**src/sv/cfah_pkg.sv**
```systemverilog
package cfah_pkg;

   localparam int MAX_PAYLOAD       = 8;
   localparam int HEADER_BYTES      = 6;
   localparam int BYTE_COUNT        = HEADER_BYTES + MAX_PAYLOAD;
   localparam int IDX_WIDTH         = $clog2(BYTE_COUNT);
   localparam int FOLD_STEPS        = 4;
   localparam int FOLD_WIDTH        = $clog2(FOLD_STEPS);
   localparam int ID_WIDTH          = 32;
   localparam int DLC_WIDTH         = 4;
   localparam int CHAR_WIDTH        = 8;
   localparam int SUM_WIDTH         = 32;
   localparam int CSR_INDEX_WIDTH   = 1;
   localparam int CSR_DATA_WIDTH    = 32;

   localparam logic [CSR_INDEX_WIDTH-1:0] REG_CHECKSUM_START  = 1'd0;
   localparam logic [CSR_INDEX_WIDTH-1:0] REG_LINE_TERMINATOR = 1'd1;

   localparam logic [SUM_WIDTH-1:0]  CHECKSUM_START_RESET  = 32'd42405;
   localparam logic [CHAR_WIDTH-1:0] LINE_TERMINATOR_RESET = 8'd10;

   typedef struct packed {
      logic [ID_WIDTH-1:0]                   can_id;
      logic [DLC_WIDTH-1:0]                  data_length;
      logic [MAX_PAYLOAD-1:0][CHAR_WIDTH-1:0] payload;
   } frame_type;

   typedef enum logic [2:0] {
      SEL_BYTE_HI,
      SEL_BYTE_LO,
      SEL_SUM_HI,
      SEL_SUM_LO,
      SEL_TERM
   } char_sel_type;

   typedef struct packed {
      logic         load;
      logic         put;
      char_sel_type sel;
      logic         fold;
   } cmd_type;

   typedef struct packed {
      logic out_free;
      logic last_byte;
      logic fold_last;
   } status_type;

   typedef enum logic [6:0] {
      ST_IDLE    = 7'b0000001,
      ST_BYTE_HI = 7'b0000010,
      ST_BYTE_LO = 7'b0000100,
      ST_FOLD    = 7'b0001000,
      ST_SUM_HI  = 7'b0010000,
      ST_SUM_LO  = 7'b0100000,
      ST_TERM    = 7'b1000000
   } state_type;

   function automatic logic [CHAR_WIDTH-1:0] hex_char(input logic [3:0] nibble);
      logic [CHAR_WIDTH-1:0] ch;
      if (nibble < 4'd10) begin
         ch = 8'h30 + {4'd0, nibble};
      end else begin
         ch = 8'h37 + {4'd0, nibble};
      end
      return ch;
   endfunction

endpackage

```
**src/sv/cfah_req_if.sv**
```systemverilog
interface cfah_req_if;
   logic                                             valid;
   logic                                             ready;
   logic [cfah_pkg::ID_WIDTH-1:0]                    can_id;
   logic [cfah_pkg::DLC_WIDTH-1:0]                   data_length;
   logic [7:0]                                       payload_0;
   logic [7:0]                                       payload_1;
   logic [7:0]                                       payload_2;
   logic [7:0]                                       payload_3;
   logic [7:0]                                       payload_4;
   logic [7:0]                                       payload_5;
   logic [7:0]                                       payload_6;
   logic [7:0]                                       payload_7;

   modport source (output valid, can_id, data_length, payload_0, payload_1, payload_2,
                   payload_3, payload_4, payload_5, payload_6, payload_7,
                   input ready);
   modport sink (input valid, can_id, data_length, payload_0, payload_1, payload_2,
                 payload_3, payload_4, payload_5, payload_6, payload_7,
                 output ready);
endinterface

```
**src/sv/cfah_rsp_if.sv**
```systemverilog
interface cfah_rsp_if;
   logic                              valid;
   logic                              ready;
   logic [cfah_pkg::CHAR_WIDTH-1:0]   ascii_char;
   logic                              line_end;

   modport source (output valid, ascii_char, line_end, input ready);
   modport sink (input valid, ascii_char, line_end, output ready);
endinterface

```
**src/sv/cfah_ctrl.sv**
```systemverilog
module cfah_ctrl (
   input  logic                   clock,
   input  logic                   reset,
   input  logic                   req_valid,
   output logic                   req_ready,
   input  cfah_pkg::status_type   status,
   output cfah_pkg::cmd_type      cmd
);

   cfah_pkg::state_type state_ff, state_in;

   always_ff @(posedge clock) begin
      if (reset) begin
         state_ff <= cfah_pkg::ST_IDLE;
      end else begin
         state_ff <= state_in;
      end
   end

   assign req_ready = (state_ff == cfah_pkg::ST_IDLE);

   always_comb begin
      state_in = state_ff;
      cmd.load = 1'b0;
      cmd.put  = 1'b0;
      cmd.sel  = cfah_pkg::SEL_BYTE_HI;
      cmd.fold = 1'b0;
      unique case (state_ff)
         cfah_pkg::ST_IDLE: begin
            if (req_valid) begin
               cmd.load = 1'b1;
               state_in = cfah_pkg::ST_BYTE_HI;
            end
         end
         cfah_pkg::ST_BYTE_HI: begin
            cmd.sel = cfah_pkg::SEL_BYTE_HI;
            if (status.out_free) begin
               cmd.put  = 1'b1;
               state_in = cfah_pkg::ST_BYTE_LO;
            end
         end
         cfah_pkg::ST_BYTE_LO: begin
            cmd.sel = cfah_pkg::SEL_BYTE_LO;
            if (status.out_free) begin
               cmd.put  = 1'b1;
               state_in = status.last_byte ? cfah_pkg::ST_FOLD : cfah_pkg::ST_BYTE_HI;
            end
         end
         cfah_pkg::ST_FOLD: begin
            cmd.fold = 1'b1;
            if (status.fold_last) begin
               state_in = cfah_pkg::ST_SUM_HI;
            end
         end
         cfah_pkg::ST_SUM_HI: begin
            cmd.sel = cfah_pkg::SEL_SUM_HI;
            if (status.out_free) begin
               cmd.put  = 1'b1;
               state_in = cfah_pkg::ST_SUM_LO;
            end
         end
         cfah_pkg::ST_SUM_LO: begin
            cmd.sel = cfah_pkg::SEL_SUM_LO;
            if (status.out_free) begin
               cmd.put  = 1'b1;
               state_in = cfah_pkg::ST_TERM;
            end
         end
         cfah_pkg::ST_TERM: begin
            cmd.sel = cfah_pkg::SEL_TERM;
            if (status.out_free) begin
               cmd.put  = 1'b1;
               state_in = cfah_pkg::ST_IDLE;
            end
         end
         default: begin
            state_in = cfah_pkg::ST_IDLE;
         end
      endcase
   end

endmodule

```
**src/sv/cfah_dp.sv**
```systemverilog
module cfah_dp (
   input  logic                                   clock,
   input  logic                                   reset,
   input  logic                                   csr_write_enable,
   input  logic [cfah_pkg::CSR_INDEX_WIDTH-1:0]   csr_index,
   input  logic [cfah_pkg::CSR_DATA_WIDTH-1:0]    csr_write_data,
   input  cfah_pkg::frame_type                    frame,
   input  cfah_pkg::cmd_type                      cmd,
   output cfah_pkg::status_type                   status,
   input  logic                                   rsp_ready,
   output logic                                   rsp_valid,
   output logic [cfah_pkg::CHAR_WIDTH-1:0]        rsp_ascii_char,
   output logic                                   rsp_line_end
);

   localparam int IW = cfah_pkg::IDX_WIDTH;
   localparam int CW = cfah_pkg::CHAR_WIDTH;

   logic [cfah_pkg::SUM_WIDTH-1:0]  csum_start_ff;
   logic [CW-1:0]                   term_ff;
   logic [CW-1:0]                   seq_ff;
   logic [CW-1:0]                   bytes_ff [cfah_pkg::BYTE_COUNT];
   logic [IW-1:0]                   last_idx_ff, last_idx_in;
   logic [IW-1:0]                   idx_ff;
   logic [cfah_pkg::SUM_WIDTH-1:0]  sum_ff, fold_in;
   logic [cfah_pkg::FOLD_WIDTH-1:0] fold_cnt_ff;
   logic [CW-1:0]                   char_ff, char_in;
   logic                            end_ff;
   logic                            valid_ff;
   logic [CW-1:0]                   cur_byte;

   always_ff @(posedge clock) begin
      if (reset) begin
         csum_start_ff <= cfah_pkg::CHECKSUM_START_RESET;
         term_ff       <= cfah_pkg::LINE_TERMINATOR_RESET;
      end else if (csr_write_enable) begin
         if (csr_index == cfah_pkg::REG_CHECKSUM_START) begin
            csum_start_ff <= csr_write_data;
         end
         if (csr_index == cfah_pkg::REG_LINE_TERMINATOR) begin
            term_ff <= csr_write_data[CW-1:0];
         end
      end
   end

   always_ff @(posedge clock) begin
      if (reset) begin
         seq_ff <= '0;
      end else if (cmd.load) begin
         seq_ff <= seq_ff + 8'd1;
      end
   end

   // A long DLC is still sent as is, but only the full payload follows it.
   always_comb begin
      if (frame.data_length > cfah_pkg::DLC_WIDTH'(cfah_pkg::MAX_PAYLOAD)) begin
         last_idx_in = IW'(cfah_pkg::BYTE_COUNT - 1);
      end else begin
         last_idx_in = IW'(cfah_pkg::HEADER_BYTES - 1) + IW'(frame.data_length);
      end
   end

   always_ff @(posedge clock) begin
      if (cmd.load) begin
         bytes_ff[0] <= seq_ff;
         bytes_ff[1] <= frame.can_id[7:0];
         bytes_ff[2] <= frame.can_id[15:8];
         bytes_ff[3] <= frame.can_id[23:16];
         bytes_ff[4] <= frame.can_id[31:24];
         bytes_ff[5] <= {4'd0, frame.data_length};
         for (int i = 0; i < cfah_pkg::MAX_PAYLOAD; i++) begin
            bytes_ff[cfah_pkg::HEADER_BYTES + i] <= frame.payload[i];
         end
      end
   end

   assign cur_byte = bytes_ff[idx_ff];

   // Two folds by 16 bits, then two by 8 bits.
   always_comb begin
      if (fold_cnt_ff[cfah_pkg::FOLD_WIDTH-1]) begin
         fold_in = sum_ff + (sum_ff >> 8);
      end else begin
         fold_in = sum_ff + (sum_ff >> 16);
      end
   end

   always_ff @(posedge clock) begin
      if (cmd.load) begin
         last_idx_ff <= last_idx_in;
         idx_ff      <= '0;
         sum_ff      <= csum_start_ff;
         fold_cnt_ff <= '0;
      end else begin
         if (cmd.put && cmd.sel == cfah_pkg::SEL_BYTE_HI) begin
            sum_ff <= sum_ff + {24'd0, cur_byte};
         end
         if (cmd.put && cmd.sel == cfah_pkg::SEL_BYTE_LO) begin
            idx_ff <= idx_ff + IW'(1);
         end
         if (cmd.fold) begin
            sum_ff      <= fold_in;
            fold_cnt_ff <= fold_cnt_ff + cfah_pkg::FOLD_WIDTH'(1);
         end
      end
   end

   always_comb begin
      unique case (cmd.sel)
         cfah_pkg::SEL_BYTE_HI: char_in = cfah_pkg::hex_char(cur_byte[7:4]);
         cfah_pkg::SEL_BYTE_LO: char_in = cfah_pkg::hex_char(cur_byte[3:0]);
         cfah_pkg::SEL_SUM_HI:  char_in = cfah_pkg::hex_char(sum_ff[7:4]);
         cfah_pkg::SEL_SUM_LO:  char_in = cfah_pkg::hex_char(sum_ff[3:0]);
         cfah_pkg::SEL_TERM:    char_in = term_ff;
         default:               char_in = term_ff;
      endcase
   end

   always_ff @(posedge clock) begin
      if (reset) begin
         valid_ff <= 1'b0;
      end else if (cmd.put) begin
         valid_ff <= 1'b1;
      end else if (rsp_ready) begin
         valid_ff <= 1'b0;
      end
   end

   always_ff @(posedge clock) begin
      if (cmd.put) begin
         char_ff <= char_in;
         end_ff  <= (cmd.sel == cfah_pkg::SEL_TERM);
      end
   end

   assign status.out_free  = !valid_ff || rsp_ready;
   assign status.last_byte = (idx_ff == last_idx_ff);
   assign status.fold_last = (fold_cnt_ff == cfah_pkg::FOLD_WIDTH'(cfah_pkg::FOLD_STEPS - 1));

   assign rsp_valid      = valid_ff;
   assign rsp_ascii_char = char_ff;
   assign rsp_line_end   = end_ff;

endmodule

```
**src/sv/can_frame_to_ascii_hex_line.sv**
```systemverilog
// Channel       Dir   Payload
// req_channel   in    can_id[31:0], data_length[3:0], payload_0..payload_7[7:0]
// rsp_channel   out   ascii_char[7:0], line_end
// csr_*         in    write enable, index (0 checksum_start, 1 line_terminator), data[31:0]
//
// A frame with n = min(data_length, 8) payload bytes yields 15 + 2n characters. The
// block accepts the frame, puts out the header and payload characters, folds the
// checksum four times, then puts out the checksum characters and the terminator.
// One frame is worked at a time, under the sequencer in the controller.
// Reset is synchronous; it clears the sequence count and restores both registers.
// A stall on the result side holds the sequencer; a new frame is taken while the
// terminator item still waits in the output register.
module can_frame_to_ascii_hex_line (
   input  logic                                   clock,
   input  logic                                   reset,
   cfah_req_if.sink                               req_channel,
   cfah_rsp_if.source                             rsp_channel,
   input  logic                                   csr_write_enable,
   input  logic [cfah_pkg::CSR_INDEX_WIDTH-1:0]   csr_index,
   input  logic [cfah_pkg::CSR_DATA_WIDTH-1:0]    csr_write_data
);

   cfah_pkg::cmd_type    cmd;
   cfah_pkg::status_type status;
   cfah_pkg::frame_type  frame;

   assign frame.can_id      = req_channel.can_id;
   assign frame.data_length = req_channel.data_length;
   assign frame.payload[0]  = req_channel.payload_0;
   assign frame.payload[1]  = req_channel.payload_1;
   assign frame.payload[2]  = req_channel.payload_2;
   assign frame.payload[3]  = req_channel.payload_3;
   assign frame.payload[4]  = req_channel.payload_4;
   assign frame.payload[5]  = req_channel.payload_5;
   assign frame.payload[6]  = req_channel.payload_6;
   assign frame.payload[7]  = req_channel.payload_7;

   cfah_ctrl u_ctrl (
      .clock     (clock),
      .reset     (reset),
      .req_valid (req_channel.valid),
      .req_ready (req_channel.ready),
      .status    (status),
      .cmd       (cmd)
   );

   cfah_dp u_dp (
      .clock            (clock),
      .reset            (reset),
      .csr_write_enable (csr_write_enable),
      .csr_index        (csr_index),
      .csr_write_data   (csr_write_data),
      .frame            (frame),
      .cmd              (cmd),
      .status           (status),
      .rsp_ready        (rsp_channel.ready),
      .rsp_valid        (rsp_channel.valid),
      .rsp_ascii_char   (rsp_channel.ascii_char),
      .rsp_line_end     (rsp_channel.line_end)
   );

endmodule

```
**src/flat_wrapper.sv**
```systemverilog
// flat-port wrapper written by rule: the top's interface ports become plain ports
module can_frame_to_ascii_hex_line_flat 
  (clock, reset, csr_write_enable, csr_index, csr_write_data, req_channel_valid, req_channel_can_id, req_channel_data_length, req_channel_payload_0, req_channel_payload_1, req_channel_payload_2, req_channel_payload_3, req_channel_payload_4, req_channel_payload_5, req_channel_payload_6, req_channel_payload_7, req_channel_ready, rsp_channel_valid, rsp_channel_ascii_char, rsp_channel_line_end, rsp_channel_ready);
  cfah_req_if req_channel_i ();
  cfah_rsp_if rsp_channel_i ();
  input  logic clock;
  input  logic reset;
  input  logic csr_write_enable;
  input  logic [cfah_pkg::CSR_INDEX_WIDTH-1:0] csr_index;
  input  logic [cfah_pkg::CSR_DATA_WIDTH-1:0] csr_write_data;
  input wire logic [$bits(req_channel_i.valid)-1:0] req_channel_valid;
  input wire logic [$bits(req_channel_i.can_id)-1:0] req_channel_can_id;
  input wire logic [$bits(req_channel_i.data_length)-1:0] req_channel_data_length;
  input wire logic [$bits(req_channel_i.payload_0)-1:0] req_channel_payload_0;
  input wire logic [$bits(req_channel_i.payload_1)-1:0] req_channel_payload_1;
  input wire logic [$bits(req_channel_i.payload_2)-1:0] req_channel_payload_2;
  input wire logic [$bits(req_channel_i.payload_3)-1:0] req_channel_payload_3;
  input wire logic [$bits(req_channel_i.payload_4)-1:0] req_channel_payload_4;
  input wire logic [$bits(req_channel_i.payload_5)-1:0] req_channel_payload_5;
  input wire logic [$bits(req_channel_i.payload_6)-1:0] req_channel_payload_6;
  input wire logic [$bits(req_channel_i.payload_7)-1:0] req_channel_payload_7;
  output wire logic [$bits(req_channel_i.ready)-1:0] req_channel_ready;
  output wire logic [$bits(rsp_channel_i.valid)-1:0] rsp_channel_valid;
  output wire logic [$bits(rsp_channel_i.ascii_char)-1:0] rsp_channel_ascii_char;
  output wire logic [$bits(rsp_channel_i.line_end)-1:0] rsp_channel_line_end;
  input wire logic [$bits(rsp_channel_i.ready)-1:0] rsp_channel_ready;
  assign req_channel_i.valid = req_channel_valid;
  assign req_channel_i.can_id = req_channel_can_id;
  assign req_channel_i.data_length = req_channel_data_length;
  assign req_channel_i.payload_0 = req_channel_payload_0;
  assign req_channel_i.payload_1 = req_channel_payload_1;
  assign req_channel_i.payload_2 = req_channel_payload_2;
  assign req_channel_i.payload_3 = req_channel_payload_3;
  assign req_channel_i.payload_4 = req_channel_payload_4;
  assign req_channel_i.payload_5 = req_channel_payload_5;
  assign req_channel_i.payload_6 = req_channel_payload_6;
  assign req_channel_i.payload_7 = req_channel_payload_7;
  assign req_channel_ready = req_channel_i.ready;
  assign rsp_channel_valid = rsp_channel_i.valid;
  assign rsp_channel_ascii_char = rsp_channel_i.ascii_char;
  assign rsp_channel_line_end = rsp_channel_i.line_end;
  assign rsp_channel_i.ready = rsp_channel_ready;
  can_frame_to_ascii_hex_line u_core (.clock(clock), .reset(reset), .req_channel(req_channel_i), .rsp_channel(rsp_channel_i), .csr_write_enable(csr_write_enable), .csr_index(csr_index), .csr_write_data(csr_write_data));
endmodule
```
**config.mk**
```make
export PLATFORM = sky130hd
export DESIGN_NAME = can_frame_to_ascii_hex_line_flat
export DESIGN_NICKNAME = d
export VERILOG_FILES = /design/src/sv/cfah_pkg.sv /design/src/sv/cfah_req_if.sv /design/src/sv/cfah_rsp_if.sv /design/src/sv/cfah_ctrl.sv /design/src/sv/cfah_dp.sv /design/src/sv/can_frame_to_ascii_hex_line.sv /design/src/flat_wrapper.sv
export SDC_FILE = /design/constraint.sdc
export NUM_CORES = 1
export LEC_CHECK = 0
export ABC_AREA = 1
export CORE_MARGIN = 10
export CORE_UTILIZATION = 35
export CTS_CLUSTER_DIAMETER = 40
export CTS_CLUSTER_SIZE = 28
export DETAILED_ROUTE_END_ITERATION = 7
export DONT_BUFFER_PORTS = 1
export GPL_ROUTABILITY_DRIVEN = 1
export PLACE_DENSITY = 0.56
export SYNTH_ARGS = -nofsm -noshare
export SYNTH_HDL_FRONTEND = slang
export SYNTH_SLANG_ARGS = --single-unit
```
**constraint.sdc**
```tcl
create_clock -name clock -period 4.7 [get_ports clock]
set_clock_uncertainty 0.15 [all_clocks]
set_input_delay 0.47 -clock clock [delete_from_list [all_inputs] [get_ports clock]]
set_output_delay 0.47 -clock clock [all_outputs]
set_load 0.02 [all_outputs]
```
==> results_dict.tcl <==
set metrics [dict create \
    status "complete, no violations" \
    r2r_cells 20 \
    p_comb_frac 0.287 \
    clk_path_buf_depth 3 \
    p_switching_mw 3.068 \
    clk_latency_ns 0.54 \
    slew_violations 0 \
    start_kind "register" \
    hold_viol_final 0 \
    ant_nets 0 \
    synth_nets 1550 \
    cts_tree "done" \
    wire_per_inst_um 17.73 \
    p_leak_nw 6.169 \
    netlist_area_um2 11490 \
    instances_no_fill 1999 \
    power.share.clock 0.354 \
    cp_max_fo 58 \
    dp.final_hpwl_um 25350 \
    crit_path_end "u_core.u_dp.sum_ff[21]" \
    ys.flop_type "edfxtp_1" \
    synth_seq_cells 219 \
    ys_seq_area_frac 0.5148 \
    synthDistinctLibCells 49 \
    die_w_um 201.2 \
    slew_headroom 0.3777 \
    avgSynthCellArea_um2 8.340 \
    internal_power_mw 5.432 \
    drc_errors 0 \
    die-area_um2 40480 \
    syn_to_final_growth_pct 28.19 \
    powerDensity_nw_per_um2 577.0 \
    reg2reg_to "u_core.u_dp.sum_ff[21]" \
    drive_above_1_share 0.08349 \
    first_iter_violations 735 \
    dieHeight_um 201.2 \
    clock-root-buffer "clkbuf_16" \
    cap_violations 0 \
    switching_share 0.3609 \
    core_area_um2 32450 \
    io_buffers 0 \
    syn_inst 1378 \
    worstPathArrival_ns 4.33 \
    viasPerCell 4.946 \
    ir_drop_uv 309.7 \
    numCtsBuffers 39 \
    fmax_mhz 238.8 \
    num_io_pins 149 \
    dr.pass1.iters 5 \
    rows 66 \
    clkTransAtPathRegs_ns 0.06 \
    fin_nets 1698 \
    r2r_slack_ns 0.51 \
    post-route-period-util 0.8909 \
    grt-ovfl-total 0 \
    initial_core_util 0.3541 \
    setup_viol_count_final 0 \
    worstMarginPinSlew_ns 0.9324 \
    wirelength_um 35430 \
    cts.sinks 219 \
    antenna_found_initial 0 \
    critical_path_class "register to register" \
    ys_async_sr_fraction 0 \
    hp-class "primary input to register" \
    htree_levels 2 \
    pwr-share-seq 0.359 \
    end_kind "register" \
    grt_pass1_wl_um 56060 \
    via_count 9887 \
    synth_edf_count 153 \
    rsz0062_at_grt "false" \
    finalSetupTns_ns 0 \
    fillerInstances 3112 \
    diodes 0 \
    grt_start_max_net_pins 74 \
    grtUsageTotal 0.1718 \
    grt_pass1_vias 9985 \
    min_period_ns 4.187 \
    cp.required_ns 4.85 \
    gp_congestion 0.9277 \
    yosysWarnings 0 \
    dp.cells 1794 \
]
==> area by class of cell <==
type                            count  area, um^2  area share
Sequential cell                   219        5917      0.4016
Clock buffer                       43        1033     0.07015
Clock inverter                     29       379.1     0.02573
Tap cell                          442       553.0     0.03754
Timing Repair Buffer              152        1499      0.1017
Inverter                          161       609.3     0.04136
Multi-Input combinational cell    953        4741      0.3218
==> power by group through the flow <==
| stage | sequential (mW) | clock (mW) | combinational (mW) |
|---|---|---|---|
| 2_1_floorplan | 2.97 | 0 | 1.69 |
| 3_3_place_gp | 3.08 | 0 | 2.32 |
| 3_5_place_dp | 3.08 | 0 | 2.33 |
| 4_1_cts | 3.05 | 3.07 | 2.44 |
| 5_1_grt | 3.09 | 3.16 | 2.77 |
| 6_report | 3.05 | 3.01 | 2.44 |
==> registers in the layout (all words and copies together) (netlist names), named ones only <==
signal	count
u_core.u_dp.csum_start_ff	32
u_core.u_dp.term_ff	8
u_core.u_dp.rsp_line_end	1
u_core.u_ctrl.state_ff	7
u_core.u_dp.fold_cnt_ff	2
u_core.u_dp.rsp_ascii_char	8
u_core.u_dp.bytes_ff	108
u_core.u_dp.idx_ff	4
u_core.u_dp.sum_ff	32
u_core.u_dp.seq_ff	8
u_core.u_dp.last_idx_ff	4
u_core.u_dp.rsp_valid	1
==> per-stage QoR <==
stage	total power [mW]	setup slack (ns)	area, um^2	utilization	hold WS [ns]
finish	8.500	0.5128	14730	0.4539	0.01504
global route	9.020	0.05764	14730	0.4539	0.01028
CTS	8.556	0.5690	14730	0.4539	0.01219
detailed placement	5.412	0.5615	11990	0.3694	0.2642
global placement	5.403	0.6609	11990	0.3694	0.2698
floorplan	4.664	1.325	11490	-	0.2582
==> cell families after synthesis <==
| family | count (synthesis) | synth area share |
|---|---|---|
| XOR/XNOR | 15 | 0.01143 |
| AO/OA/AOI/OAI | 238 | 0.1145 |
| adder cells (fa/ha/maj) | 34 | 0.03767 |
| buffers and inverters | 206 | 0.07294 |
| flip-flops | 219 | 0.5148 |
| AND/OR/NAND/NOR | 666 | 0.2487 |
==> synth_stat cells, types with 10 or more instances <==
master    number  share of area
nand2_2       11         0.0060
nand3_1      110          0.048
o21ai_0      105          0.046
o211ai_1      14         0.0091
nand4_1       18         0.0098
edfxtp_1     153           0.40
nor2_1       181          0.059
o21ai_1       20         0.0087
ha_1          33          0.036
inv_1        151          0.049
nor3_1        10         0.0044
nand2_1      311           0.10
a21oi_1       64          0.028
clkbuf_1      22         0.0072
buf_2         13         0.0057
dfxtp_1       66           0.11
==> how the worst min path moves through the flow <==
stage                           from                    endpoint  slack [ns]  depth (start not counted)
2_1_floorplan  u_core.u_dp.seq_ff[7]  u_core.u_dp.bytes_ff[0][7]        0.26                          0
3_3_place_gp   u_core.u_dp.seq_ff[7]  u_core.u_dp.bytes_ff[0][7]        0.27                          0
3_5_place_dp   u_core.u_dp.seq_ff[7]  u_core.u_dp.bytes_ff[0][7]        0.26                          0
4_1_cts            csr_write_data[6]      u_core.u_dp.term_ff[6]        0.01                          2
5_1_grt            csr_write_data[6]      u_core.u_dp.term_ff[6]        0.01                          2
6_report           csr_write_data[6]      u_core.u_dp.term_ff[6]        0.02                          2
==> metal layers <==
layer | GRT usage | vias to the layer above | wire (um)
met5 | 0 | - | 0
met1 | 0.2260 | 4582 | 16100
met4 | 0.05235 | 0 | 790
li1 | - | 4938 | -
met2 | 0.2801 | 311 | 16360
met3 | 0.03309 | 56 | 2183
==> cells in the final DEF (no fill, tap or decap), types with 14 or more instances in the layout <==
cell type,instances
inv_1,151
o21ai_1,21
edfxtp_1,153
nor2_1,180
buf_4,17
dfxtp_1,65
ha_1,33
o21ai_0,104
o211ai_1,14
nand2_1,311
a21oi_1,64
clkbuf_16,41
nand3_1,110
nand4_1,18
dlygate4sd3_1,133
==> critical path: stages (launching register included) <==
cell and delay, ns:
dfxtp_2 0.33, buf_4 0.46, nor2_1 0.15, nor2_1 0.13, o21ai_0 0.10, nand2_1 0.10
nand2_1 0.05, nand3_1 0.08, nand2_1 0.18, o21ai_0 0.42, ha_1 0.33, nand3_1 0.09
nand3_1 0.14, inv_1 0.18, nor2_1 0.06, nor2_1 0.29, o21ai_1 0.21, a21oi_1 0.26
nand2_1 0.09, nand3_1 0.10, nand2_1 0.05
==> repair_timing <==
| item | 4_1_cts | 5_1_grt |
|---|---|---|
| endpoints found under the hold margin | 145 | 0 |
| hold buffers | 133 | 0 |
| resized for setup | 0 | 1 |
| setup endpoints to repair | 0 | 1 |
| buffers inserted | 0 | 0 |
Power figures use the tool's default switching activity.
